--- src/tpa_pkg.sv ---
package tpa_pkg;

  // Result status codes carried on result_status.
  typedef enum logic [1:0] {
    ST_TRIANGLE = 2'd0,
    ST_RANGE    = 2'd1,
    ST_OVERFLOW = 2'd2,
    ST_COUNT    = 2'd3
  } status_t;

  // Primitive modes. The unused code behaves as a list.
  localparam logic [1:0] MODE_LIST  = 2'd0;
  localparam logic [1:0] MODE_STRIP = 2'd1;
  localparam logic [1:0] MODE_FAN   = 2'd2;

  // Register word indexes on the configuration port.
  localparam logic [1:0] REG_MODE  = 2'd0;
  localparam logic [1:0] REG_FLIP  = 2'd1;
  localparam logic [1:0] REG_BASE  = 2'd2;
  localparam logic [1:0] REG_LIMIT = 2'd3;

  // Corner and register data width.
  localparam int unsigned VTX_W = 32;

  // Corner counter values.
  localparam logic [1:0] CNT_NONE = 2'd0;
  localparam logic [1:0] CNT_ONE  = 2'd1;
  localparam logic [1:0] CNT_TWO  = 2'd2;

endpackage

--- src/triangle_primitive_assembler.sv ---
// Triangle primitive assembler.
// The input channel (in_valid/in_ready) takes one vertex index word per cycle
// while in_ready is high, with last_index marking the final word of a
// primitive. The output channel (out_valid/out_ready) gives at most one word
// per input word: a triangle of three global corner indices, or an error
// status with all corners zero. Registers are written over the APB-style port
// at byte addresses 0, 4, 8 and 12 (mode, winding flip, vertex base, vertex
// limit); the user must write them only while the block is idle, which the
// block does not enforce. prdata returns the addressed register. A result is
// loaded into the output register at the edge that accepts its word and is
// offered from the next cycle. Throughput is one word per cycle while the
// receiver takes each word, set by the single output register, which is loaded
// whenever it is empty or being taken. When the receiver stalls, the output
// register holds its word and in_ready drops until that word is taken; a word
// that produces no result still waits behind a held output. Reset clears the
// configuration registers, out_valid and primitive state: mode list, no flip,
// base zero and limit zero, so every index is out of range until written.
module triangle_primitive_assembler
  import tpa_pkg::*;
#(
  parameter int unsigned INDEX_WIDTH = 32
) (
  input  logic              clk,
  input  logic              rst,
  // Configuration port
  input  logic              psel,
  input  logic              penable,
  input  logic              pwrite,
  input  logic [3:0]        paddr,
  input  logic [31:0]       pwdata,
  output logic [31:0]       prdata,
  output logic              pready,
  // Index input channel
  input  logic              in_valid,
  output logic              in_ready,
  input  logic [VTX_W-1:0]  index_value,
  input  logic              last_index,
  // Triangle output channel
  output logic              out_valid,
  input  logic              out_ready,
  output logic [VTX_W-1:0]  corner_first,
  output logic [VTX_W-1:0]  corner_second,
  output logic [VTX_W-1:0]  corner_third,
  output logic [1:0]        result_status
);

  // Configuration registers.
  logic [1:0]       primitive_mode;
  logic             winding_swap;
  logic [VTX_W-1:0] base_offset;
  logic [VTX_W-1:0] vertex_limit;

  // Primitive state.
  logic [VTX_W-1:0] held_older, held_older_next;
  logic [VTX_W-1:0] held_newer, held_newer_next;
  logic [1:0]       list_phase, list_phase_next;
  logic [1:0]       seen_count, seen_count_next;
  logic             strip_parity, strip_parity_next;
  logic             aborted, aborted_next;

  // Result produced by the current word.
  logic             res_valid;
  logic [VTX_W-1:0] res_a, res_b, res_c;
  status_t          res_status;

  logic             accept;
  logic             cfg_write;
  logic [VTX_W-1:0] local_index;
  logic [VTX_W:0]   sum;
  logic             out_of_range;
  logic             strip_or_fan;
  logic [1:0]       count;
  logic [VTX_W-1:0] tri_a, tri_b, tri_c;

  assign pready    = 1'b1;
  assign cfg_write = psel & penable & pwrite;
  assign in_ready  = ~out_valid | out_ready;
  assign accept    = in_valid & in_ready;

  // Register writes.
  always_ff @(posedge clk) begin
    if (rst) begin
      primitive_mode <= MODE_LIST;
      winding_swap   <= 1'b0;
      base_offset    <= '0;
      vertex_limit   <= '0;
    end else if (cfg_write) begin
      case (paddr[3:2])
        REG_MODE:  primitive_mode <= pwdata[1:0];
        REG_FLIP:  winding_swap   <= pwdata[0];
        REG_BASE:  base_offset    <= pwdata;
        REG_LIMIT: vertex_limit   <= pwdata;
        default:   ;
      endcase
    end
  end

  // Register reads.
  always_comb begin
    case (paddr[3:2])
      REG_MODE:  prdata = {30'd0, primitive_mode};
      REG_FLIP:  prdata = {31'd0, winding_swap};
      REG_BASE:  prdata = base_offset;
      REG_LIMIT: prdata = vertex_limit;
      default:   prdata = '0;
    endcase
  end

  // Only the low INDEX_WIDTH bits of the index take part.
  assign local_index  = VTX_W'(index_value[INDEX_WIDTH-1:0]);
  assign out_of_range = local_index >= vertex_limit;
  assign sum          = {1'b0, base_offset} + {1'b0, local_index};
  assign strip_or_fan = (primitive_mode == MODE_STRIP) || (primitive_mode == MODE_FAN);
  assign count        = strip_or_fan ? seen_count : list_phase;

  // Corner order: odd strip triangles swap the first two corners, then the
  // winding flip swaps the second and third.
  always_comb begin
    tri_a = held_older;
    tri_b = held_newer;
    if (primitive_mode == MODE_STRIP && strip_parity) begin
      tri_a = held_newer;
      tri_b = held_older;
    end
    tri_c = sum[VTX_W-1:0];
    if (winding_swap) begin
      tri_c = tri_b;
      tri_b = sum[VTX_W-1:0];
    end
  end

  // Next primitive state and the result of one word.
  always_comb begin
    held_older_next   = held_older;
    held_newer_next   = held_newer;
    list_phase_next   = list_phase;
    seen_count_next   = seen_count;
    strip_parity_next = strip_parity;
    aborted_next      = aborted;
    res_valid         = 1'b0;
    res_a             = '0;
    res_b             = '0;
    res_c             = '0;
    res_status        = ST_TRIANGLE;

    if (aborted) begin
      // Words are dropped until the end of the primitive.
    end else if (out_of_range || sum[VTX_W]) begin
      res_valid    = 1'b1;
      res_status   = out_of_range ? ST_RANGE : ST_OVERFLOW;
      aborted_next = 1'b1;
    end else begin
      if (count == CNT_NONE) begin
        held_older_next = sum[VTX_W-1:0];
      end else if (count == CNT_ONE) begin
        held_newer_next = sum[VTX_W-1:0];
      end else begin
        res_valid       = 1'b1;
        res_a           = tri_a;
        res_b           = tri_b;
        res_c           = tri_c;
        // Strip and fan keep the newest corner; a list starts over.
        if (strip_or_fan) begin
          held_newer_next = sum[VTX_W-1:0];
        end
        if (primitive_mode == MODE_STRIP) begin
          held_older_next   = held_newer;
          strip_parity_next = ~strip_parity;
        end
      end
      if (strip_or_fan) begin
        if (count != CNT_TWO) begin
          seen_count_next = count + 2'd1;
        end
      end else begin
        list_phase_next = (count == CNT_TWO) ? CNT_NONE : count + 2'd1;
      end
      // A short primitive ends with a count error.
      if (last_index && count != CNT_TWO) begin
        res_valid  = 1'b1;
        res_status = ST_COUNT;
      end
    end

    // Every last word closes the primitive.
    if (last_index) begin
      held_older_next   = '0;
      held_newer_next   = '0;
      list_phase_next   = CNT_NONE;
      seen_count_next   = CNT_NONE;
      strip_parity_next = 1'b0;
      aborted_next      = 1'b0;
    end
  end

  // Primitive state registers.
  always_ff @(posedge clk) begin
    if (rst) begin
      held_older   <= '0;
      held_newer   <= '0;
      list_phase   <= CNT_NONE;
      seen_count   <= CNT_NONE;
      strip_parity <= 1'b0;
      aborted      <= 1'b0;
    end else if (accept) begin
      held_older   <= held_older_next;
      held_newer   <= held_newer_next;
      list_phase   <= list_phase_next;
      seen_count   <= seen_count_next;
      strip_parity <= strip_parity_next;
      aborted      <= aborted_next;
    end
  end

  // Output register valid.
  always_ff @(posedge clk) begin
    if (rst) begin
      out_valid <= 1'b0;
    end else if (in_ready) begin
      out_valid <= accept & res_valid;
    end
  end

  // Output register payload.
  always_ff @(posedge clk) begin
    if (accept && res_valid) begin
      corner_first  <= res_a;
      corner_second <= res_b;
      corner_third  <= res_c;
      result_status <= res_status;
    end
  end

  // Error words carry zero corners.
  a_error_zero: assert property (@(posedge clk) disable iff (rst)
    out_valid && result_status != ST_TRIANGLE |->
      corner_first == '0 && corner_second == '0 && corner_third == '0)
    else $error("error word with nonzero corners");

  // Corner counters never reach three.
  a_count_range: assert property (@(posedge clk) disable iff (rst)
    list_phase != 2'd3 && seen_count != 2'd3)
    else $error("corner counter out of range");

  // A last word always leaves a clean primitive state.
  a_last_clears: assert property (@(posedge clk) disable iff (rst)
    in_valid && in_ready && last_index |=>
      !aborted && list_phase == CNT_NONE && seen_count == CNT_NONE && !strip_parity)
    else $error("primitive state not cleared at last word");

  // A dropped word in an aborted primitive never produces a result.
  a_abort_silent: assert property (@(posedge clk) disable iff (rst)
    in_valid && in_ready && aborted |=> !out_valid)
    else $error("result produced while aborted");

endmodule
--- config.mk ---
export PLATFORM = sky130hd
export DESIGN_NAME = triangle_primitive_assembler
export DESIGN_NICKNAME = d
export VERILOG_FILES = /design/src/tpa_pkg.sv /design/src/triangle_primitive_assembler.sv
export SDC_FILE = /design/constraint.sdc
export NUM_CORES = 1
export LEC_CHECK = 0
export BUFFER_PORTS_ARGS = -buffer_cell sky130_fd_sc_hd__buf_2
export CAP_MARGIN = 20
export CORE_AREA = 2 2 200 202
export DETAILED_ROUTE_END_ITERATION = 6
export DIE_AREA = 0 0 202 204
export GPL_TIMING_DRIVEN = 0
export HOLD_SLACK_MARGIN = 0.06
export PLACE_DENSITY_LB_ADDON = 0.15
export SYNTH_ARGS = -nofsm -noshare
export SYNTH_HDL_FRONTEND = slang
export SYNTH_SLANG_ARGS = --single-unit
--- constraint.sdc ---
create_clock -name clk -period 9.3 [get_ports clk]
set_input_delay 0.93 -clock clk [delete_from_list [all_inputs] [get_ports clk]]
set_output_delay 0.93 -clock clk [all_outputs]
set_load 0.02 [all_outputs]
* Word level (Yosys, flattened, before mapping) *
Cells that the tools add are included.

operators by class
  reductions and logical operators = 22
  $lt $le $gt $ge = 1
  multiplexer cells = 45
  eq/ne operators = 14
  bitwise gates (word level) = 7
  add/subtract/negate cells = 2

operators with widths
  kind                 number
  $mux 32              16
  $pmux 32 s4          1
  $add 32x32->33       1
  $ge 32x32->1         1
  $mux 2               14
  $reduce_and 5->1     3
  $mux 1               14
  $ne 2x2->1 const B   6
  $eq 2x2->1 const B   4
  $reduce_and 2->1     4
  $eq 2x1->1 const B   3
  $reduce_and 6->1     1
  $reduce_bool 2->1    3
  $reduce_bool 3->1    2
  $and 1x1->1          4
  $logic_not 2->1      2
  $reduce_and 4->1     1
  $reduce_or 4->1      1
  $logic_and 1x1->1    3
  $ne 3x3->1 const B   1
  $add 2x1->2 const B  1
  $logic_or 1x1->1     2
  $not 1->1            2
  $or 1x1->1           1

storage, ports and cells
  flip-flop bits (word level) = 236
  word-level logic and storage cells = 106
  output and inout port bits = 133

* Depth between registers and ports, before layout *
Gate-level depths: netlist of the first run.

  depth in word-level cells = 10
  gate-level depth with buffers = 13
  depth with buffers taken out = 11

* Worst setup path after synthesis of the first run *
No wires, ideal clock.

  kind = input port to flip-flop
  from = input port index_value[0]
  to = register corner_first[0], enable pin
  path slack = 4189 ps
  required time = 8848 ps
  arrival = 4660 ps
  path buffers = 0
  setup time = 452 ps
  stages = 11
  cells stage by stage = ha_1 -> inv_1 -> fa_1 -> nor2b_1 -> o21ai_1 -> a21oi_1 -> a21oi_2 -> a21oi_2 -> nor3_4 -> a311o_1 -> inv_1

between the ends
  cells in the longest elaborated chain, start to end = 5
  elaborated cells between the ends (all ways) = 6
  those cells by class = add/sub: 1; order compare: 1; mux: 2; reduce/logical: 2

ends and longest elaborated chain
  item                                            line                                                                      text
  from (decl)                                     triangle_primitive_assembler.sv:36                                        input logic [VTX_W-1:0] index_value,
  $add 32x32->33 or $ge 32x32->1 (tied branches)  triangle_primitive_assembler.sv:112, triangle_primitive_assembler.sv:111
  $logic_or 1x1->1 (*)                            triangle_primitive_assembler.sv:148                                       end else if (out_of_range || sum[VTX_W]) begin
  $mux 1 (*)                                      triangle_primitive_assembler.sv:148
  $mux 1 (*)                                      triangle_primitive_assembler.sv:146                                       if (aborted) begin
  $logic_and 1x1->1 (*)                           triangle_primitive_assembler.sv:226                                       if (accept && res_valid) begin
  to (signal assigned)                            triangle_primitive_assembler.sv:227                                       corner_first <= res_a;
  to (decl)                                       triangle_primitive_assembler.sv:41                                        output logic [VTX_W-1:0] corner_first,

Every way passes the cells marked *; elsewhere a longest branch is shown, timed or not.
A chain may end at the register's enable or synchronous reset.

* Final worst setup path of the first run *
  from = register primitive_mode[1]
  to = register held_older[23]

between the ends
  cells in the longest elaborated chain, start to end = 8
  elaborated cells between the ends (all ways) = 13
  those cells by class = eq/ne: 4; mux: 5; reduce/logical: 4

ends and longest elaborated chain
  item                                      line                                                                      text
  from (decl)                               triangle_primitive_assembler.sv:48                                        logic [1:0] primitive_mode;
  from (signal assigned)                    triangle_primitive_assembler.sv:89                                        REG_MODE: primitive_mode <= pwdata[1:0];
  $eq 2x1->1 or $eq 2x2->1 (tied branches)  triangle_primitive_assembler.sv:113, triangle_primitive_assembler.sv:166
  $logic_or 1x1->1                          triangle_primitive_assembler.sv:113                                       assign strip_or_fan = (primitive_mode == MODE_STRIP) || (primitive_mode == MODE_FAN);
  $mux 2                                    triangle_primitive_assembler.sv:114                                       assign count = strip_or_fan ? seen_count : list_phase;
  $logic_not 2->1                           triangle_primitive_assembler.sv:153                                       if (count == CNT_NONE) begin
  $mux 32                                   triangle_primitive_assembler.sv:153
  $mux 32                                   triangle_primitive_assembler.sv:148
  $mux 32                                   triangle_primitive_assembler.sv:146
  $mux 32                                   triangle_primitive_assembler.sv:186                                       if (last_index) begin
  to (signal assigned)                      triangle_primitive_assembler.sv:206                                       held_older <= held_older_next;
  to (decl)                                 triangle_primitive_assembler.sv:54                                        logic [VTX_W-1:0] held_older, held_older_next;

Parallel ways exist; a longest one is shown, timed or not. The select of a mux whose other input is x is not followed.

==> reports/qor.yml, run 1 <==
placed_design:
  gp_congestion: 0.867
  place_area_sq_mm: 0.0153
  port_buffers: 205
  hpwl_um: 36300
  place_inst: 2254
  pre_cts_slack_ns: 4.81
routing:
  vias_per_cell: 5.33
  wl_um: 47300
  vias: 12300
  drcViolationCount: 0
  dr.pass1.iters: 5
  ant_nets: 0
  first_iter_violations: 797
  wl_per_cell_um: 20.5
logic_synthesis:
  synth_cells: 1523
  synth_nets: 1669
  ys_ff_latch: 236
  synthDistinctLibCells: 78
  synth_ff_type: "dfxtp_1"
  synth_edf_count: 98
  seq_area_frac_synth: 0.421
  synth-warning-count: 0
  synth.avg_cell_area_sq_um: 8.91
  synth_area_sq_mm: 0.0136
  synthArstFlopShare: 0
timing:
  layout_min_cycle_time_ns: 4.72
  finalCritPeriodShare: 0.508
  rsz0062_at_grt: "no"
  hold_viol: 0
  fmax_mhz: 212
  max_slew.worst_pin.slew_ns: 1.21
  fin_ws_ns: 4.58
  hold-worst-slack_ns: 0.461
  slew_violations: 0
  max_slew_margin: 0.175
  finClkSkew_ns: 0.0126
  setup_viol: 0
  setup_tns_ns: 0
clock_network:
  path_clk_slew_ns: 0.06
  clk-insertion-delay-late_ns: 0.57
  cts_buffers: 28
  cts_setup_buffers: 0
  postCtsResizedCells: 0
  clk_path_buf_depth: 3
  cts.sinks: 236
  tritoncts: "done"
  cts-root-buf: "clkbuf_16"
  cts_htree_levels: 1
  hold_buffers: 0
finish:
  stdcell_area_sq_mm: 0.0162
  syn_to_final_growth_pct: 19.6
  nets: 1906
  fin_cells: 2308
  drive_above_1_share: 0.174
  fin_util: 0.414
setup_path:
  path_class: "reg2reg"
  cp.arrival_ns: 5.22
  path_max_fanout: 10
  regToRegStartpoint: "primitive_mode[1]"
  ff2ff_path_depth: 11
  startpoint: "primitive_mode[1]"
  setup.worst_path.end_class: "register"
  ff2ff_setup_slack_ns: 4.58
  start_kind: "register"
  r2r_end: "held_older[23]"
  crit_required_ns: 9.79
hold_path:
  hold_end: "seen_count[1]"
  min_from: "seen_count[1]"
  hp-class: "reg2reg"
  hold_depth: 2
run_status:
  status: "finished clean"
power_and_ir_drop:
  p_per_area_mw_per_mm2: 159
  finalPower_mw: 2.58
  power_leakage_nw: 6.18
  ir_drop_v: 0.0000963
run:
  max_cap_violations: 0
floorplan:
  num_rows: 73
  dieArea_sq_mm: 0.0412
  die_h_um: 204
  die_x_um: 202
  initial_core_util: 0.346
  ioPinCount: 209
  fp.coreArea_sq_mm: 0.0392
grt:
  antenna_found_initial: 1
  grt_use_total: 0.224
  grt_pass1_wl_um: 71000
  overflow: 0
  grt_max_degree: 68
  grt_pass1_vias: 12000
-- worst max-delay path, stage by stage, from the launching register on --
cell and delay [ns]:
dfxtp_1 0.37, inv_1 0.06, ha_1 0.40, mux2i_1 0.50
ha_1 0.26, clkbuf_1 0.47, clkinv_1 0.48, clkbuf_1 0.42
clkbuf_1 0.40, a2111oi_0 1.03, a21oi_1 0.09, o2bb2ai_1 0.17
-- sequential cells by signal (all words and copies together) (netlist names) --
register        flops
base_offset        32
corner_first       32
winding_swap        1
corner_second      32
vertex_limit       32
result_status       2
held_newer         32
strip_parity        1
list_phase          2
primitive_mode      2
corner_third       32
aborted             1
seen_count          2
held_older         32
out_valid           1
-- per-layer routing --
layer,up-vias,global-route usage,routed length [um]
met5,-,0,0
met4,0,0.0693,1270
met3,63,0.0316,3250
met2,458,0.356,21000
met1,5793,0.316,21800
li1,5983,-,-
-- report_power, final --
group	internal, mW	switching, mW
clock network	0.653	0.469
logic	0.104	0.214
registers	1.12	0.0183
-- cell families (layout without fill, tap and decap cells) --
family / after synthesis / in the layout / share of synthesized area
adders and majority gates: 70 / 70 / 0.0651
xor gates and xnor gates: 24 / 24 / 0.0155
buffers and inverters: 159 / 418 / 0.0485
other: 1 / 2 / 0.000276
AOI/OAI and AO/OA: 424 / 424 / 0.211
and+or+nand+nor: 539 / 539 / 0.186
muxes: 70 / 70 / 0.0527
DFF: 236 / 236 / 0.421
-- cells in the final DEF, fill, tap and decap left out, types with 17 or more instances in the layout --
master     Yosys  routed
a211oi_1     107     107
a21o_1        25      25
a21oi_1      164     164
and3_1        32      32
buf_2         13     218
clkbuf_1      76      78
clkbuf_16      0      29
dfxtp_1      138     138
edfxtp_1      98      98
ha_1          69      69
inv_1         54      53
mux2i_1       68      68
nand2_1      269     269
nand3_1       23      23
nor2_1        88      88
nor2b_1       36      36
nor3_1        17      17
o21ai_0       21      21
o2bb2ai_1     27      27
-- area by class of cell --
class | count | area, sq um
Antenna cell | 1 | 2.50
Clock inverter | 21 | 205
Multi-Input combinational cell | 1128 | 7200
Fill cell | 3994 | 23000
Buffer | 103 | 448
Clock buffer | 31 | 733
Inverter | 56 | 213
Tap cell | 525 | 657
Sequential cell | 236 | 5710
Timing Repair Buffer | 207 | 1060
-- synthesized netlist by cell type, types with 5 or more instances --
cell       instances  share of area
a211o_1            6         0.0039
a211oi_1         107          0.059
a211oi_2           5         0.0046
a21o_1            25          0.014
a21oi_1          164          0.061
a31oi_1            5         0.0023
and2_1             7         0.0032
and3_1            32          0.015
buf_1              6         0.0017
buf_2             13         0.0048
clkbuf_1          76          0.021
dfxtp_1          138           0.20
edfxtp_1          98           0.22
ha_1              69          0.064
inv_1             54          0.015
mux2i_1           68          0.050
nand2_1          269          0.074
nand2b_1          12         0.0055
nand3_1           23         0.0085
nand3b_1           7         0.0039
nand4_1            9         0.0042
nor2_1            88          0.024
nor2b_1           36          0.017
nor3_1            17         0.0063
o211ai_1           8         0.0044
o21a_1            14         0.0077
o21ai_0           21         0.0077
o21ai_1            5         0.0018
o2bb2ai_1         27          0.017
or2_2              6         0.0028
or3_1             13         0.0060
xnor2_1           14         0.0090
xor2_1            10         0.0065
-- how the worst max path moves through the flow --
stage / to / slack (ns)
finish: held_older[23] / 4.58
global route: held_older[23] / 4.38
CTS: held_older[23] / 4.77
detailed placement: held_older[23] / 4.81
global placement: corner_first[11] / 2.81
floorplan: corner_first[0] / 4.19
No activity file was read; power rests on OpenSTA's default activity.
==> run 2, diff against run 1 <==
- clock period: 9.3 -> 4.76 ns (I/O delays scaled with it)
==> reports/qor.yml, run 2 (synthesis gave the netlist of run 1 again) <==
timing:
  hold_viol: 0
  finClkSkew_ns: 0.0126
  hold-worst-slack_ns: 0.153
  layout_min_cycle_time_ns: 4.49
  slew_violations: 0
  fmax_mhz: 223
  rsz0062_at_grt: "no"
  max_slew_margin: 0.423
  max_slew.worst_pin.slew_ns: 0.866
  finalCritPeriodShare: 0.943
  setup_viol: 0
power_and_ir_drop:
  finalPower_mw: 5.04
  p_per_area_mw_per_mm2: 311
  power_leakage_nw: 6.18
  ir_drop_v: 0.000190
grt:
  grt_max_degree: 68
  antenna_found_initial: 1
  overflow: 0
  grt_pass1_wl_um: 71000
  grt_pass1_vias: 12000
  grt_use_total: 0.224
setup_path:
  critPathMaxStageDelay_ns: 0.78
  path_class: "reg2reg"
  setup.worst_path.end_class: "register"
  cp_cell_sequence: "inv_1 > ha_1 > mux2i_1 > ha_1 > clkbuf_1 > clkinv_1 > clkbuf_1 > clkbuf_1 > a2111oi_1 > a21oi_1 > o2bb2ai_1"
  cp_top_family: "buffers and inverters"
  worst-path-buf-inv: 5
  slowest_stage: "a2111oi_1"
  cp.arrival_ns: 4.98
  start_kind: "register"
  path_max_fanout: 10
  cp_common_cell: "clkbuf_1"
  crit_required_ns: 5.25
finish:
  fin_cells: 2308
  drive_above_1_share: 0.174
  syn_to_final_growth_pct: 19.6
  nets: 1906
  mostFrequentLayoutCells: "nand2_1 (269), buf_2 (218), a21oi_1 (164), dfxtp_1 (138), a211oi_1 (107)"
  fin_util: 0.414
  final_common_cell: "nand2_1"
  num-fill-cells: 3994
clock_network:
  cts_htree_levels: 1
  cts_buffers: 28
  tritoncts: "done"
  clk-insertion-delay-late_ns: 0.57
  cts-root-buf: "clkbuf_16"
  cts.sinks: 236
  clk_path_buf_depth: 3
  hold_buffers: 0
  path_clk_slew_ns: 0.06
routing:
  ant_nets: 0
  wl_um: 47300
  first_iter_violations: 794
  vias: 12300
  dr.pass1.iters: 7
  wl_per_cell_um: 20.5
  vias_per_cell: 5.32
  drcViolationCount: 0
run_status:
  status: "finished clean"
floorplan:
  die_x_um: 202
  initial_core_util: 0.346
  die_h_um: 204
  dieArea_sq_mm: 0.0412
  ioPinCount: 209
  num_rows: 73
  fp.coreArea_sq_mm: 0.0392
hold_path:
  hp-class: "in2reg"
placed_design:
  port_buffers: 205
  hpwl_um: 36300
  place_inst: 2254
  gp_congestion: 0.867
run:
  max_cap_violations: 0
[run 2: power breakdown]
group | internal [mW] | switching [mW]
Clock | 1.28 | 0.919
Combinational | 0.203 | 0.419
Sequential | 2.19 | 0.0357
Total | 3.67 | 1.37
[run 2: routing by layer]
layer  GRT usage  vias up  wire length [um]
met5           0        -                 0
met4      0.0693        0              1290
met3      0.0316       64              3310
met2       0.356      451             21100
met1       0.316     5785             21600
li1            -     5981                 -
[run 2: repair_timing]
item,4_1_cts,5_1_grt
endpoints found under the setup margin,0,1
resized for setup,0,1
buffers inserted,0,0
[run 2: final timing paths]
kind / from / end / slack [ns] / cells after the start
max: primitive_mode[1] / held_older[23] / 0.27 / 11
max reg2reg: primitive_mode[1] / held_older[23] / 0.27 / 11
min: pwdata[4] / vertex_limit[4] / 0.15 / 3
min reg2reg: seen_count[1] / seen_count[1] / 0.46 / 2
[run 2: final cells by class]
cell class | count | area, sq um | area share
antenna | 1 | 2.50 | 0.000154
buffer | 103 | 448 | 0.0276
clock buffer | 31 | 733 | 0.0452
clock inverter | 21 | 205 | 0.0126
inverter | 56 | 213 | 0.0131
multi-input combinational | 1128 | 7200 | 0.444
sequential | 236 | 5710 | 0.352
tap | 525 | 657 | 0.0405
timing repair buffer | 207 | 1060 | 0.0652
[run 2: worst reg2reg max path: stages, from the launching register on]
cell	delay, ns
dfxtp_1	0.37
inv_1	0.06
ha_1	0.40
mux2i_1	0.50
ha_1	0.26
clkbuf_1	0.47
clkinv_1	0.49
clkbuf_1	0.43
clkbuf_1	0.42
a2111oi_1	0.78
a21oi_1	0.09
o2bb2ai_1	0.15
[run 2: through the flow]
| step | instance area, sq um | worst slack, ns | TNS [ns] |
|---|---|---|---|
| 6_report | 16200 | 0.273 | 0 |
| 5_1_grt | 16200 | 0.0351 | 0 |
| 4_1_cts | 16200 | 0.230 | 0 |
| 3_5_place_dp | 15300 | 0.272 | 0 |
| 3_3_place_gp | 15200 | -1.28 | -123.58 |
| 2_1_floorplan | 13600 | 0.103 | 0 |
==> run 3, diff against run 2 <==
- CORE_AREA: 2 2 200 202 -> 2 2 159 161
- DIE_AREA: 0 0 202 204 -> 0 0 161 163
==> reports/qor.yml, run 3 (synthesis gave the netlist of run 1 again) <==
run_status:
  status: "finished clean"
setup_path:
  setup.worst_path.end_class: "register"
  regToRegStartpoint: "primitive_mode[1]"
  path_class: "reg2reg"
  path_max_fanout: 10
  startpoint: "primitive_mode[1]"
  cp.arrival_ns: 4.94
  start_kind: "register"
  crit_required_ns: 5.23
clock_network:
  cts-root-buf: "clkbuf_16"
  postCtsResizedCells: 0
  clk_path_buf_depth: 3
  tritoncts: "done"
  path_clk_slew_ns: 0.06
  clk-insertion-delay-late_ns: 0.54
  hold_buffers: 0
  cts_htree_levels: 1
  cts_setup_buffers: 0
  cts.sinks: 236
  cts_buffers: 26
placed_design:
  place_inst: 2059
  gp_congestion: 0.926
  hpwl_um: 30800
  port_buffers: 205
  pre_cts_slack_ns: 0.449
timing:
  fmax_mhz: 224
  hold-worst-slack_ns: 0.179
  slew_violations: 0
  max_slew.worst_pin.slew_ns: 1.01
  fin_ws_ns: 0.289
  hold_viol: 0
  setup_viol: 0
  finalCritPeriodShare: 0.939
  max_slew_margin: 0.309
  rsz0062_at_grt: "no"
  finClkSkew_ns: 0.0121
  layout_min_cycle_time_ns: 4.47
finish:
  num-fill-cells: 2180
  fin_util: 0.646
  antenna_cells: 0
  nets: 1903
  drive_above_1_share: 0.171
  final_common_cell: "nand2_1"
  mostFrequentLayoutCells: "nand2_1 (269), buf_2 (218), a21oi_1 (164), dfxtp_1 (138), a211oi_1 (107)"
  syn_to_final_growth_pct: 17.6
  fin_cells: 2107
routing:
  vias_per_cell: 5.92
  first_iter_violations: 1094
  ant_nets: 0
  drcViolationCount: 0
  wl_um: 40900
  vias: 12500
  wl_per_cell_um: 19.4
  dr.pass1.iters: 7
floorplan:
  ioPinCount: 209
  fp.coreArea_sq_mm: 0.0247
  num_rows: 58
  initial_core_util: 0.550
  die_x_um: 161
  dieArea_sq_mm: 0.0262
  die_h_um: 163
power_and_ir_drop:
  ir_drop_v: 0.000257
  p_per_area_mw_per_mm2: 313
  power_leakage_nw: 6.18
  finalPower_mw: 4.99
hold_path:
  min_from: "pwdata[9]"
  hp-class: "in2reg"
grt:
  overflow: 0
  grt_pass1_wl_um: 62700
  grt_max_degree: 59
  grt_pass1_vias: 11400
  grt_use_total: 0.304
  antenna_found_initial: 0
run:
  max_cap_violations: 0
==> run 3: cell count changes in the layout (fill, tap and decap cells not counted), sizes merged <==
cell	previous run	this run
clkinvlp	7	4
clkinv	11	10
inv	56	55
clkbuf	108	106
diode	1	0
bufinv	3	5
==> run 3: metrics by stage <==
step	TNS [ns]	instance area (sq um)
finish	0	16000
global route	0	16000
CTS	0	16000
detailed placement	0	15000
global placement	-100.94	15000
floorplan	0	13600
==> run 3: worst max-delay path, cell delays in order (launching register included) <==
cell and delay, ns:
dfxtp_1 0.37, inv_1 0.06, ha_1 0.41, mux2i_1 0.48
ha_1 0.25, clkbuf_1 0.43, clkinv_1 0.44, clkbuf_1 0.41
clkbuf_1 0.40, a2111oi_0 0.88, a21oi_1 0.10, o2bb2ai_1 0.17
==> run 3: cell type report <==
type	instances	area, sq um	area share
Buffer	103	448	0.0281
Clock buffer	30	687	0.0431
Clock inverter	18	231	0.0145
Inverter	56	213	0.0133
Multi-Input combinational cell	1128	7200	0.451
Sequential cell	236	5710	0.358
Tap cell	330	413	0.0259
Timing Repair Buffer	206	1050	0.0660
==> run 3: where the power goes <==
group          total, mW  internal, mW  switching, mW
clock network       2.17          1.31          0.858
registers           2.22          2.19         0.0346
logic              0.605         0.202          0.403
total               4.99          3.70           1.30
==> run 3: metal layers <==
| layer | GRT usage | up-vias | share of wire |
|---|---|---|---|
| met5 | 0 | - | 0 |
| met4 | 0.102 | 0 | 0.031 |
| met3 | 0.0471 | 71 | 0.084 |
| met2 | 0.489 | 620 | 0.45 |
| met1 | 0.421 | 5818 | 0.43 |
| li1 | - | 5958 | - |
==> run 3: final timing paths <==
path | endpoint | slack (ns) | cells past startpoint
worst max-delay path | held_older[23] | 0.29 | 11
worst min-delay path | vertex_limit[9] | 0.18 | 3
worst max register to register | held_older[23] | 0.29 | 11
worst min register to register | seen_count[1] | 0.46 | 2
